File: config.mk
export PLATFORM = sky130hd
export DESIGN_NAME = dotted_label_name_validator_unit
export DESIGN_NICKNAME = d
export VERILOG_FILES = /design/src/hw/rtl/dlnv_pkg.sv /design/src/hw/rtl/dotted_label_name_validator_unit.sv /design/src/hw/rtl/dlnv_class.sv /design/src/hw/rtl/dlnv_state.sv
export VERILOG_INCLUDE_DIRS = /design/src /design/src/hw/rtl
export SDC_FILE = /design/constraint.sdc
export NUM_CORES = 1
export LEC_CHECK = 0
export BUFFER_PORTS_ARGS = -buffer_cell sky130_fd_sc_hd__buf_2
export CELL_PAD_IN_SITES_DETAIL_PLACEMENT = 0
export CELL_PAD_IN_SITES_GLOBAL_PLACEMENT = 2
export CORE_MARGIN = 5
export CORE_UTILIZATION = 39
export DETAILED_ROUTE_END_ITERATION = 8
export PLACE_DENSITY_LB_ADDON = 0.1
export SLEW_MARGIN = 20
export SYNTH_ARGS = -nofsm -noshare
export SYNTH_HDL_FRONTEND = slang
export SYNTH_SLANG_ARGS = --single-unit
File: constraint.sdc
create_clock -name aclk -period 5.81 [get_ports aclk]
set_input_delay 1.162 -clock aclk [delete_from_list [all_inputs] [get_ports aclk]]
set_output_delay 1.162 -clock aclk [all_outputs]
set_load 0.02 [all_outputs]
File: src/hw/rtl/dotted_label_name_validator_unit_defines.svh
// ----------------------------------------------------------------------------
// Dotted label name validator - assertion macros
// Concurrent checks that are compiled out for synthesis.
// ----------------------------------------------------------------------------
`ifndef DOTTED_LABEL_NAME_VALIDATOR_UNIT_DEFINES_SVH
`define DOTTED_LABEL_NAME_VALIDATOR_UNIT_DEFINES_SVH

`ifndef SYNTHESIS

`define DLNV_ASSERT_SAME(label, clk, rstn, ante, cons) \
    label: assert property (@(posedge clk) disable iff (!(rstn)) (ante) |-> (cons)) \
        else $error("dlnv: same-cycle check failed");

`define DLNV_ASSERT_NEXT(label, clk, rstn, ante, cons) \
    label: assert property (@(posedge clk) disable iff (!(rstn)) (ante) |=> (cons)) \
        else $error("dlnv: next-cycle check failed");

`else

`define DLNV_ASSERT_SAME(label, clk, rstn, ante, cons)

`define DLNV_ASSERT_NEXT(label, clk, rstn, ante, cons)

`endif

`endif

File: src/hw/rtl/dlnv_pkg.sv
// ----------------------------------------------------------------------------
// dlnv_pkg
// Shared types and constants of the dotted label name validator.
// ----------------------------------------------------------------------------
`default_nettype none

package dlnv_pkg;

    localparam int unsigned COUNT_LIMIT_DEF = 255;

    localparam int unsigned CFG_IDX_W  = 1;
    localparam int unsigned CFG_DATA_W = 8;
    localparam int unsigned MIN_LEN_W  = 6;
    localparam int unsigned MAX_LEN_W  = 8;
    localparam int unsigned CH_W       = 8;
    localparam int unsigned LEN_OUT_W  = 8;
    localparam int unsigned S_TDATA_W  = 8;
    localparam int unsigned M_TDATA_W  = 16;

    localparam logic [MIN_LEN_W-1:0] MIN_LEN_RST = 6'd3;
    localparam logic [MAX_LEN_W-1:0] MAX_LEN_RST = 8'd63;

    localparam logic [CH_W-1:0] CHAR_DOT    = 8'h2E;
    localparam logic [CH_W-1:0] CHAR_HYPHEN = 8'h2D;
    localparam logic [CH_W-1:0] CHAR_UP_A   = 8'h41;
    localparam logic [CH_W-1:0] CHAR_UP_Z   = 8'h5A;
    localparam logic [CH_W-1:0] CHAR_LO_A   = 8'h61;
    localparam logic [CH_W-1:0] CHAR_LO_Z   = 8'h7A;
    localparam logic [CH_W-1:0] CHAR_0      = 8'h30;
    localparam logic [CH_W-1:0] CHAR_9      = 8'h39;
    localparam logic [CH_W-1:0] CASE_BIT    = 8'h20;

    typedef enum logic [CFG_IDX_W-1:0] {
        REG_MIN_LEN = 1'b0,
        REG_MAX_LEN = 1'b1
    } reg_idx_t;

    typedef enum logic [1:0] {
        CL_LETTER = 2'd0,
        CL_DIGIT  = 2'd1,
        CL_HYPHEN = 2'd2,
        CL_OTHER  = 2'd3
    } char_class_t;

    typedef enum logic [2:0] {
        FAULT_OK          = 3'd0,
        FAULT_TOO_SHORT   = 3'd1,
        FAULT_TOO_LONG    = 3'd2,
        FAULT_LABEL_SHORT = 3'd3,
        FAULT_BAD_FIRST   = 3'd4,
        FAULT_BAD_LAST    = 3'd5,
        FAULT_BAD_MIDDLE  = 3'd6
    } fault_t;

    typedef struct packed {
        logic [LEN_OUT_W-1:0] name_length;
        fault_t               fault;
        logic                 valid_res;
    } result_t;

    typedef struct packed {
        logic        is_dot;
        char_class_t cls;
    } char_info_t;

endpackage

`default_nettype wire

File: src/hw/rtl/dotted_label_name_validator_unit.sv
// ----------------------------------------------------------------------------
// dotted_label_name_validator_unit
// Checks a dotted name streamed one byte per request and returns one verdict
// per name.
//
// Channel   Dir  Handshake            Payload
// s_        in   s_tvalid/s_tready    s_tdata = ch, s_tlast = is_last
// m_        out  m_tvalid/m_tready    m_tdata = valid_res, fault, name_length
// cfg_      in   cfg_we               cfg_index, cfg_wdata
//
// One byte per cycle sustained while no last byte waits on an unread verdict;
// bytes pass the input register; a last byte's verdict goes to the result register.
// Bytes that are not last never wait on the result side.
// A last byte holds in the input register while a verdict stalls unread.
// Reset clears all counters and restores min_len 3 and max_len 63.
// ----------------------------------------------------------------------------
`default_nettype none

`include "dotted_label_name_validator_unit_defines.svh"

module dotted_label_name_validator_unit #(
    parameter int unsigned COUNT_LIMIT = dlnv_pkg::COUNT_LIMIT_DEF
) (
    input  wire logic                               aclk,
    input  wire logic                               aresetn,
    input  wire logic                               s_tvalid,
    output logic                                    s_tready,
    input  wire logic [dlnv_pkg::S_TDATA_W-1:0]     s_tdata,  // [7:0] ch
    input  wire logic                               s_tlast,
    output logic                                    m_tvalid,
    input  wire logic                               m_tready,
    output logic [dlnv_pkg::M_TDATA_W-1:0]          m_tdata,  // [0] valid_res,
                                                              // [3:1] fault,
                                                              // [11:4] name_length
    input  wire logic                               cfg_we,
    input  wire logic [dlnv_pkg::CFG_IDX_W-1:0]     cfg_index,
    input  wire logic [dlnv_pkg::CFG_DATA_W-1:0]    cfg_wdata
);

    logic                                in_valid_reg;
    logic [dlnv_pkg::CH_W-1:0]           in_ch_reg;
    logic                                in_last_reg;
    logic                                out_valid_reg;
    dlnv_pkg::result_t                   out_res_reg;
    logic [dlnv_pkg::MIN_LEN_W-1:0]      min_len_reg;
    logic [dlnv_pkg::MAX_LEN_W-1:0]      max_len_reg;

    logic                                advance;
    logic                                out_free;
    dlnv_pkg::char_info_t                info;
    dlnv_pkg::result_t                   result;

    assign out_free = !out_valid_reg || m_tready;
    assign advance  = in_valid_reg && (!in_last_reg || out_free);
    assign s_tready = !in_valid_reg || advance;
    assign m_tvalid = out_valid_reg;
    assign m_tdata  = {{(dlnv_pkg::M_TDATA_W - $bits(dlnv_pkg::result_t)){1'b0}}, out_res_reg};

    always_ff @(posedge aclk) begin
        if (!aresetn) begin
            min_len_reg <= dlnv_pkg::MIN_LEN_RST;
            max_len_reg <= dlnv_pkg::MAX_LEN_RST;
        end else if (cfg_we) begin
            unique case (dlnv_pkg::reg_idx_t'(cfg_index))
                dlnv_pkg::REG_MIN_LEN: min_len_reg <= cfg_wdata[dlnv_pkg::MIN_LEN_W-1:0];
                dlnv_pkg::REG_MAX_LEN: max_len_reg <= cfg_wdata[dlnv_pkg::MAX_LEN_W-1:0];
                default: ;
            endcase
        end
    end

    always_ff @(posedge aclk) begin
        if (!aresetn) begin
            in_valid_reg <= 1'b0;
        end else if (s_tvalid && s_tready) begin
            in_valid_reg <= 1'b1;
        end else if (advance) begin
            in_valid_reg <= 1'b0;
        end
    end

    always_ff @(posedge aclk) begin
        if (s_tvalid && s_tready) begin
            in_ch_reg   <= s_tdata[dlnv_pkg::CH_W-1:0];
            in_last_reg <= s_tlast;
        end
    end

    always_ff @(posedge aclk) begin
        if (!aresetn) begin
            out_valid_reg <= 1'b0;
        end else if (advance && in_last_reg) begin
            out_valid_reg <= 1'b1;
        end else if (m_tready) begin
            out_valid_reg <= 1'b0;
        end
    end

    always_ff @(posedge aclk) begin
        if (advance && in_last_reg) begin
            out_res_reg <= result;
        end
    end

    dlnv_class u_class (
        .ch   (in_ch_reg),
        .info (info)
    );

    dlnv_state #(
        .COUNT_LIMIT (COUNT_LIMIT)
    ) u_state (
        .aclk    (aclk),
        .aresetn (aresetn),
        .min_len (min_len_reg),
        .max_len (max_len_reg),
        .advance (advance),
        .last    (in_last_reg),
        .info    (info),
        .result  (result)
    );

    `DLNV_ASSERT_NEXT(a_last_gives_result, aclk, aresetn, advance && in_last_reg, out_valid_reg)
    `DLNV_ASSERT_NEXT(a_stalled_byte_holds, aclk, aresetn, in_valid_reg && !advance, in_valid_reg && $stable(in_ch_reg) && $stable(in_last_reg))
    `DLNV_ASSERT_SAME(a_verdict_matches_fault, aclk, aresetn, out_valid_reg, out_res_reg.valid_res == (out_res_reg.fault == dlnv_pkg::FAULT_OK))
    `DLNV_ASSERT_SAME(a_nonlast_never_waits, aclk, aresetn, in_valid_reg && !in_last_reg, advance)

endmodule

`default_nettype wire

File: src/hw/rtl/dlnv_class.sv
// ----------------------------------------------------------------------------
// dlnv_class
// Folds one byte to lower case and sorts it into dot, letter, digit,
// hyphen or other.
// ----------------------------------------------------------------------------
`default_nettype none

module dlnv_class (
    input  wire logic [dlnv_pkg::CH_W-1:0] ch,
    output dlnv_pkg::char_info_t           info
);

    logic [dlnv_pkg::CH_W-1:0] folded;

    always_comb begin
        if (ch >= dlnv_pkg::CHAR_UP_A && ch <= dlnv_pkg::CHAR_UP_Z) begin
            folded = ch | dlnv_pkg::CASE_BIT;
        end else begin
            folded = ch;
        end
        info.is_dot = (folded == dlnv_pkg::CHAR_DOT);
        if (folded >= dlnv_pkg::CHAR_LO_A && folded <= dlnv_pkg::CHAR_LO_Z) begin
            info.cls = dlnv_pkg::CL_LETTER;
        end else if (folded >= dlnv_pkg::CHAR_0 && folded <= dlnv_pkg::CHAR_9) begin
            info.cls = dlnv_pkg::CL_DIGIT;
        end else if (folded == dlnv_pkg::CHAR_HYPHEN) begin
            info.cls = dlnv_pkg::CL_HYPHEN;
        end else begin
            info.cls = dlnv_pkg::CL_OTHER;
        end
    end

endmodule

`default_nettype wire

File: src/hw/rtl/dlnv_state.sv
// ----------------------------------------------------------------------------
// dlnv_state
// Per-name counters and label flags; closes labels and forms the verdict
// on the last byte of a name.
// ----------------------------------------------------------------------------
`default_nettype none

module dlnv_state #(
    parameter int unsigned COUNT_LIMIT = dlnv_pkg::COUNT_LIMIT_DEF
) (
    input  wire logic                                aclk,
    input  wire logic                                aresetn,
    input  wire logic [dlnv_pkg::MIN_LEN_W-1:0]      min_len,
    input  wire logic [dlnv_pkg::MAX_LEN_W-1:0]      max_len,
    input  wire logic                                advance,
    input  wire logic                                last,
    input  wire dlnv_pkg::char_info_t                info,
    output dlnv_pkg::result_t                        result
);

    localparam int unsigned CNT_W = $clog2(COUNT_LIMIT + 1);
    localparam int unsigned CMP_W = (CNT_W > dlnv_pkg::MAX_LEN_W) ? CNT_W
                                                                   : dlnv_pkg::MAX_LEN_W;
    localparam logic [CNT_W-1:0] LIMIT    = CNT_W'(COUNT_LIMIT);
    localparam logic [CMP_W-1:0] LEN_CLIP = CMP_W'((1 << dlnv_pkg::LEN_OUT_W) - 1);

    logic [CNT_W-1:0]      total_reg, total_next;
    logic [CNT_W-1:0]      label_reg, label_next;
    dlnv_pkg::char_class_t prev_reg, prev_next;
    logic                  first_bad_reg, first_bad_next;
    logic                  middle_bad_reg, middle_bad_next;
    dlnv_pkg::fault_t      ffault_reg, ffault_next;

    logic [CNT_W-1:0]      lab_upd;
    dlnv_pkg::char_class_t prev_upd;
    logic                  first_upd;
    logic                  middle_upd;
    dlnv_pkg::fault_t      code_dot;
    dlnv_pkg::fault_t      code_last;
    dlnv_pkg::fault_t      ff_mid;
    dlnv_pkg::fault_t      ff_end;
    dlnv_pkg::fault_t      verdict;
    logic [CMP_W-1:0]      total_ext;

    function automatic logic [CNT_W-1:0] sat_inc(input logic [CNT_W-1:0] v);
        sat_inc = (v >= LIMIT) ? LIMIT : v + 1'b1;
    endfunction

    function automatic dlnv_pkg::fault_t close_code(
        input logic [CNT_W-1:0]              cnt,
        input logic                          fbad,
        input dlnv_pkg::char_class_t         pcls,
        input logic                          mbad,
        input logic [dlnv_pkg::MIN_LEN_W-1:0] mlen
    );
        if (cnt < CNT_W'(mlen)) begin
            close_code = dlnv_pkg::FAULT_LABEL_SHORT;
        end else if (cnt == '0 || fbad) begin
            close_code = dlnv_pkg::FAULT_BAD_FIRST;
        end else if (pcls != dlnv_pkg::CL_LETTER && pcls != dlnv_pkg::CL_DIGIT) begin
            close_code = dlnv_pkg::FAULT_BAD_LAST;
        end else if (mbad) begin
            close_code = dlnv_pkg::FAULT_BAD_MIDDLE;
        end else begin
            close_code = dlnv_pkg::FAULT_OK;
        end
    endfunction

    always_comb begin
        total_next = sat_inc(total_reg);
        code_dot   = close_code(label_reg, first_bad_reg, prev_reg, middle_bad_reg, min_len);

        if (info.is_dot) begin
            lab_upd    = '0;
            prev_upd   = dlnv_pkg::CL_LETTER;
            first_upd  = 1'b0;
            middle_upd = 1'b0;
            ff_mid     = (ffault_reg == dlnv_pkg::FAULT_OK) ? code_dot : ffault_reg;
        end else begin
            lab_upd    = sat_inc(label_reg);
            prev_upd   = info.cls;
            first_upd  = first_bad_reg;
            middle_upd = middle_bad_reg;
            ff_mid     = ffault_reg;
            if (label_reg == '0) begin
                first_upd = (info.cls != dlnv_pkg::CL_LETTER);
            end else if (label_reg >= CNT_W'(2) && prev_reg == dlnv_pkg::CL_OTHER) begin
                middle_upd = 1'b1;
            end
        end

        code_last = close_code(lab_upd, first_upd, prev_upd, middle_upd, min_len);
        ff_end    = (ff_mid == dlnv_pkg::FAULT_OK) ? code_last : ff_mid;

        total_ext = CMP_W'(total_next);
        if (total_ext < CMP_W'(min_len)) begin
            verdict = dlnv_pkg::FAULT_TOO_SHORT;
        end else if (total_ext > CMP_W'(max_len)) begin
            verdict = dlnv_pkg::FAULT_TOO_LONG;
        end else begin
            verdict = ff_end;
        end

        result.fault       = verdict;
        result.valid_res   = (verdict == dlnv_pkg::FAULT_OK);
        result.name_length = (total_ext > LEN_CLIP) ? LEN_CLIP[dlnv_pkg::LEN_OUT_W-1:0]
                                                    : total_ext[dlnv_pkg::LEN_OUT_W-1:0];

        if (last) begin
            total_next      = '0;
            label_next      = '0;
            prev_next       = dlnv_pkg::CL_LETTER;
            first_bad_next  = 1'b0;
            middle_bad_next = 1'b0;
            ffault_next     = dlnv_pkg::FAULT_OK;
        end else begin
            label_next      = lab_upd;
            prev_next       = prev_upd;
            first_bad_next  = first_upd;
            middle_bad_next = middle_upd;
            ffault_next     = ff_mid;
        end
    end

    always_ff @(posedge aclk) begin
        if (!aresetn) begin
            total_reg      <= '0;
            label_reg      <= '0;
            prev_reg       <= dlnv_pkg::CL_LETTER;
            first_bad_reg  <= 1'b0;
            middle_bad_reg <= 1'b0;
            ffault_reg     <= dlnv_pkg::FAULT_OK;
        end else if (advance) begin
            total_reg      <= total_next;
            label_reg      <= label_next;
            prev_reg       <= prev_next;
            first_bad_reg  <= first_bad_next;
            middle_bad_reg <= middle_bad_next;
            ffault_reg     <= ffault_next;
        end
    end

endmodule

`default_nettype wire

==> reports/metrics.yaml <==
status:
  outcome: "finished clean"
sta:
  drv_slew: 0
  finalHoldViolCount: 0
  tightest_slew_ns: 0.790
  finalClockSkew_ns: 0.0131
  period_share: 0.603
  setup_viol: 0
  rsz0062_at_grt: "no"
  fin_ws_ns: 2.31
  slew_headroom: 0.472
  fin_crit_ns: 3.50
  tns_ns: 0
  fmax_ghz: 0.286
pwr:
  power_density_nw_per_um2: 240
  peakVddDrop_uv: 174
  leakagePower_nw: 1.68
global_routing:
  overflow: 0
  antenna_found_initial: 0
  grt_usage: 0.154
  grt_pass1_vias: 2688
  grt_max_degree: 39
  grt_pass1_wl_um: 13600
clock_tree:
  cts-root-buf: "clkbuf_8"
  tritoncts: "yes"
  clock_latency_ns: 0.34
  htree_levels: 3
  clkTransAtPathRegs_ns: 0.06
  ctsLongestPathBuffers: 2
  cts_made_buffers: 9
  hold_buffers: 0
  cts_sinks: 60
  cts_resized: 0
  cts_setup_buffers: 0
setup_path:
  crit_family: "compound AO/OA/AOI/OAI gates"
  cp_max_fo: 8
  start_kind: "register"
  critical_path_class: "register to register"
  cp.required_ns: 5.95
  critPathCaptureType: "register"
  cp.buffers_inverters: 0
  crit_arrival_ns: 3.65
  cpPeakStageDelay_ns: 0.48
  worstPathCellList: "ha_1, and4_4, nand2_1, a21oi_1, ha_1, and3_1, and3_1, a221oi_1, o221a_2, nor2b_4, or2_0, a2111oi_2"
  worst_path_max_delay_cell: "dfxtp_1"
floorplanning:
  initial_utilization: 0.403
  core-area_um2: 8760
  die_area_um2: 11100
  die_w_um: 105
  io_pins: 41
  die_h_um: 105
  rows: 34
job:
  max_cap_violations: 0
detailed_routing:
  wire_per_inst_um: 15.8
  wl_um: 8310
  drt_pass1_iterations: 4
  vias: 2828
  drtIter0Drc: 142
  route.detailed.drc: 0
  viasPerCell: 5.37
  ant_nets: 0
synthesis:
  synth_ff_type: "dfxtp_1"
  syn_avg_cell_area_um2: 9.24
  synth_cell_types: 63
  seq_area_frac_synth: 0.400
  async_flop_share: 0
  synthCells: 382
  ys_warn_count: 0
  synth_seq_cells: 60
  syn-cell-area_um2: 3530
  synth-edff-count: 21
placement:
  placed_cell_area_um2: 3750
  gp_congestion: 0.878
  dpl.hpwl_um: 6240
  pre_cts_slack_ns: 2.33
  portBuffers: 36
finish:
  drive_gt1_frac: 0.148
  largest_reg_flops: 12
  final_cell_mix: "nand2_1 (42), dfxtp_1 (39), buf_2 (36)"
  synthToLayoutAreaGrowth_pct: 12.0
  n_antenna_cell: 0
  stdcell_area_um2: 3950
  finalNetCount: 464
  layout_commonest_cell: "nand2_1"
worst_hold_path:
  hp-class: "register to register"
synthesized netlist by cell type, types with 3 or more instances:
cell type / n / area (um^2)
ha_1: 27 / 338
nand3_1: 16 / 80.1
a21oi_1: 18 / 90.1
o211ai_1: 9 / 67.6
and2_1: 7 / 43.8
a22oi_1: 13 / 97.6
a21boi_0: 9 / 67.6
buf_6: 3 / 33.8
a21o_1: 10 / 75.1
nor2b_1: 20 / 125
nand2b_1: 7 / 43.8
xnor2_1: 3 / 26.3
nand2_1: 42 / 158
dfxtp_1: 39 / 781
clkbuf_1: 9 / 33.8
and3_1: 7 / 43.8
o21ai_0: 14 / 70.1
inv_1: 22 / 82.6
nand3b_1: 3 / 22.5
buf_4: 6 / 45.0
nor3_1: 4 / 20.0
o22ai_1: 3 / 18.8
edfxtp_1: 21 / 631
a31oi_1: 9 / 56.3
nor2_1: 15 / 56.3
per-stage QoR:
step | util | total power [mW] | hold WS [ns] | std cells
6_report | 0.451 | 0.950 | 0.468 | 527
5_1_grt | 0.451 | 0.994 | 0.495 | 527
4_1_cts | 0.451 | 0.963 | 0.469 | 527
3_5_place_dp | 0.427 | 0.559 | 0.461 | 511
3_3_place_gp | 0.427 | 0.559 | 0.455 | 511
2_1_floorplan | - | 0.531 | 0.443 | 385
logic make-up after synthesis:
group,Yosys count,synth area share
buffers and inverters,41,0.0567
DFF,60,0.400
xor gates and xnor gates,5,0.0124
AOI/OAI and AO/OA,106,0.211
other,1,0.00106
and+or+nand+nor,142,0.223
adders and majority gates,27,0.0957
worst paths after layout:
| kind | startpoint | end | slack [ns] | cells after the start |
|---|---|---|---|---|
| max | u_state.label_reg[1] | m_tdata[0] | 2.31 | 12 |
| min | min_len_reg[3] | min_len_reg[3] | 0.47 | 2 |
| max reg2reg | u_state.label_reg[1] | m_tdata[0] | 2.31 | 12 |
| min reg2reg | min_len_reg[3] | min_len_reg[3] | 0.47 | 2 |
metal layers:
| layer | up-vias | global-route usage | share of wire |
|---|---|---|---|
| met1 | 1311 | 0.217 | 0.52 |
| met2 | 52 | 0.234 | 0.43 |
| li1 | 1459 | - | - |
| met4 | 0 | 0.0493 | 0.0072 |
| met3 | 6 | 0.0345 | 0.042 |
| met5 | - | 0 | 0 |
final cells by class:
cell class                 count  area [um^2]
clock inverter                 5         76.3
inverter                      22         82.6
tap                          108          135
sequential                    60         1410
timing repair buffer          37          188
clock buffer                  11          131
fill                         889         4810
multi-input combinational    284         1930
where the power goes:
group / switching [mW] / leakage, nW / internal (mW)
Clock: 0.161 / 0.103 / 0.240
Sequential: 0.00914 / 0.516 / 0.448
Combinational: 0.0554 / 1.06 / 0.0361
worst min-delay path, cell delays in order, from the launching register on:
cell and delay (ns):
dfxtp_1 0.31, nand2_1 0.05, a21boi_0 0.06
Note: power is estimated with default switching activity, not from simulation.
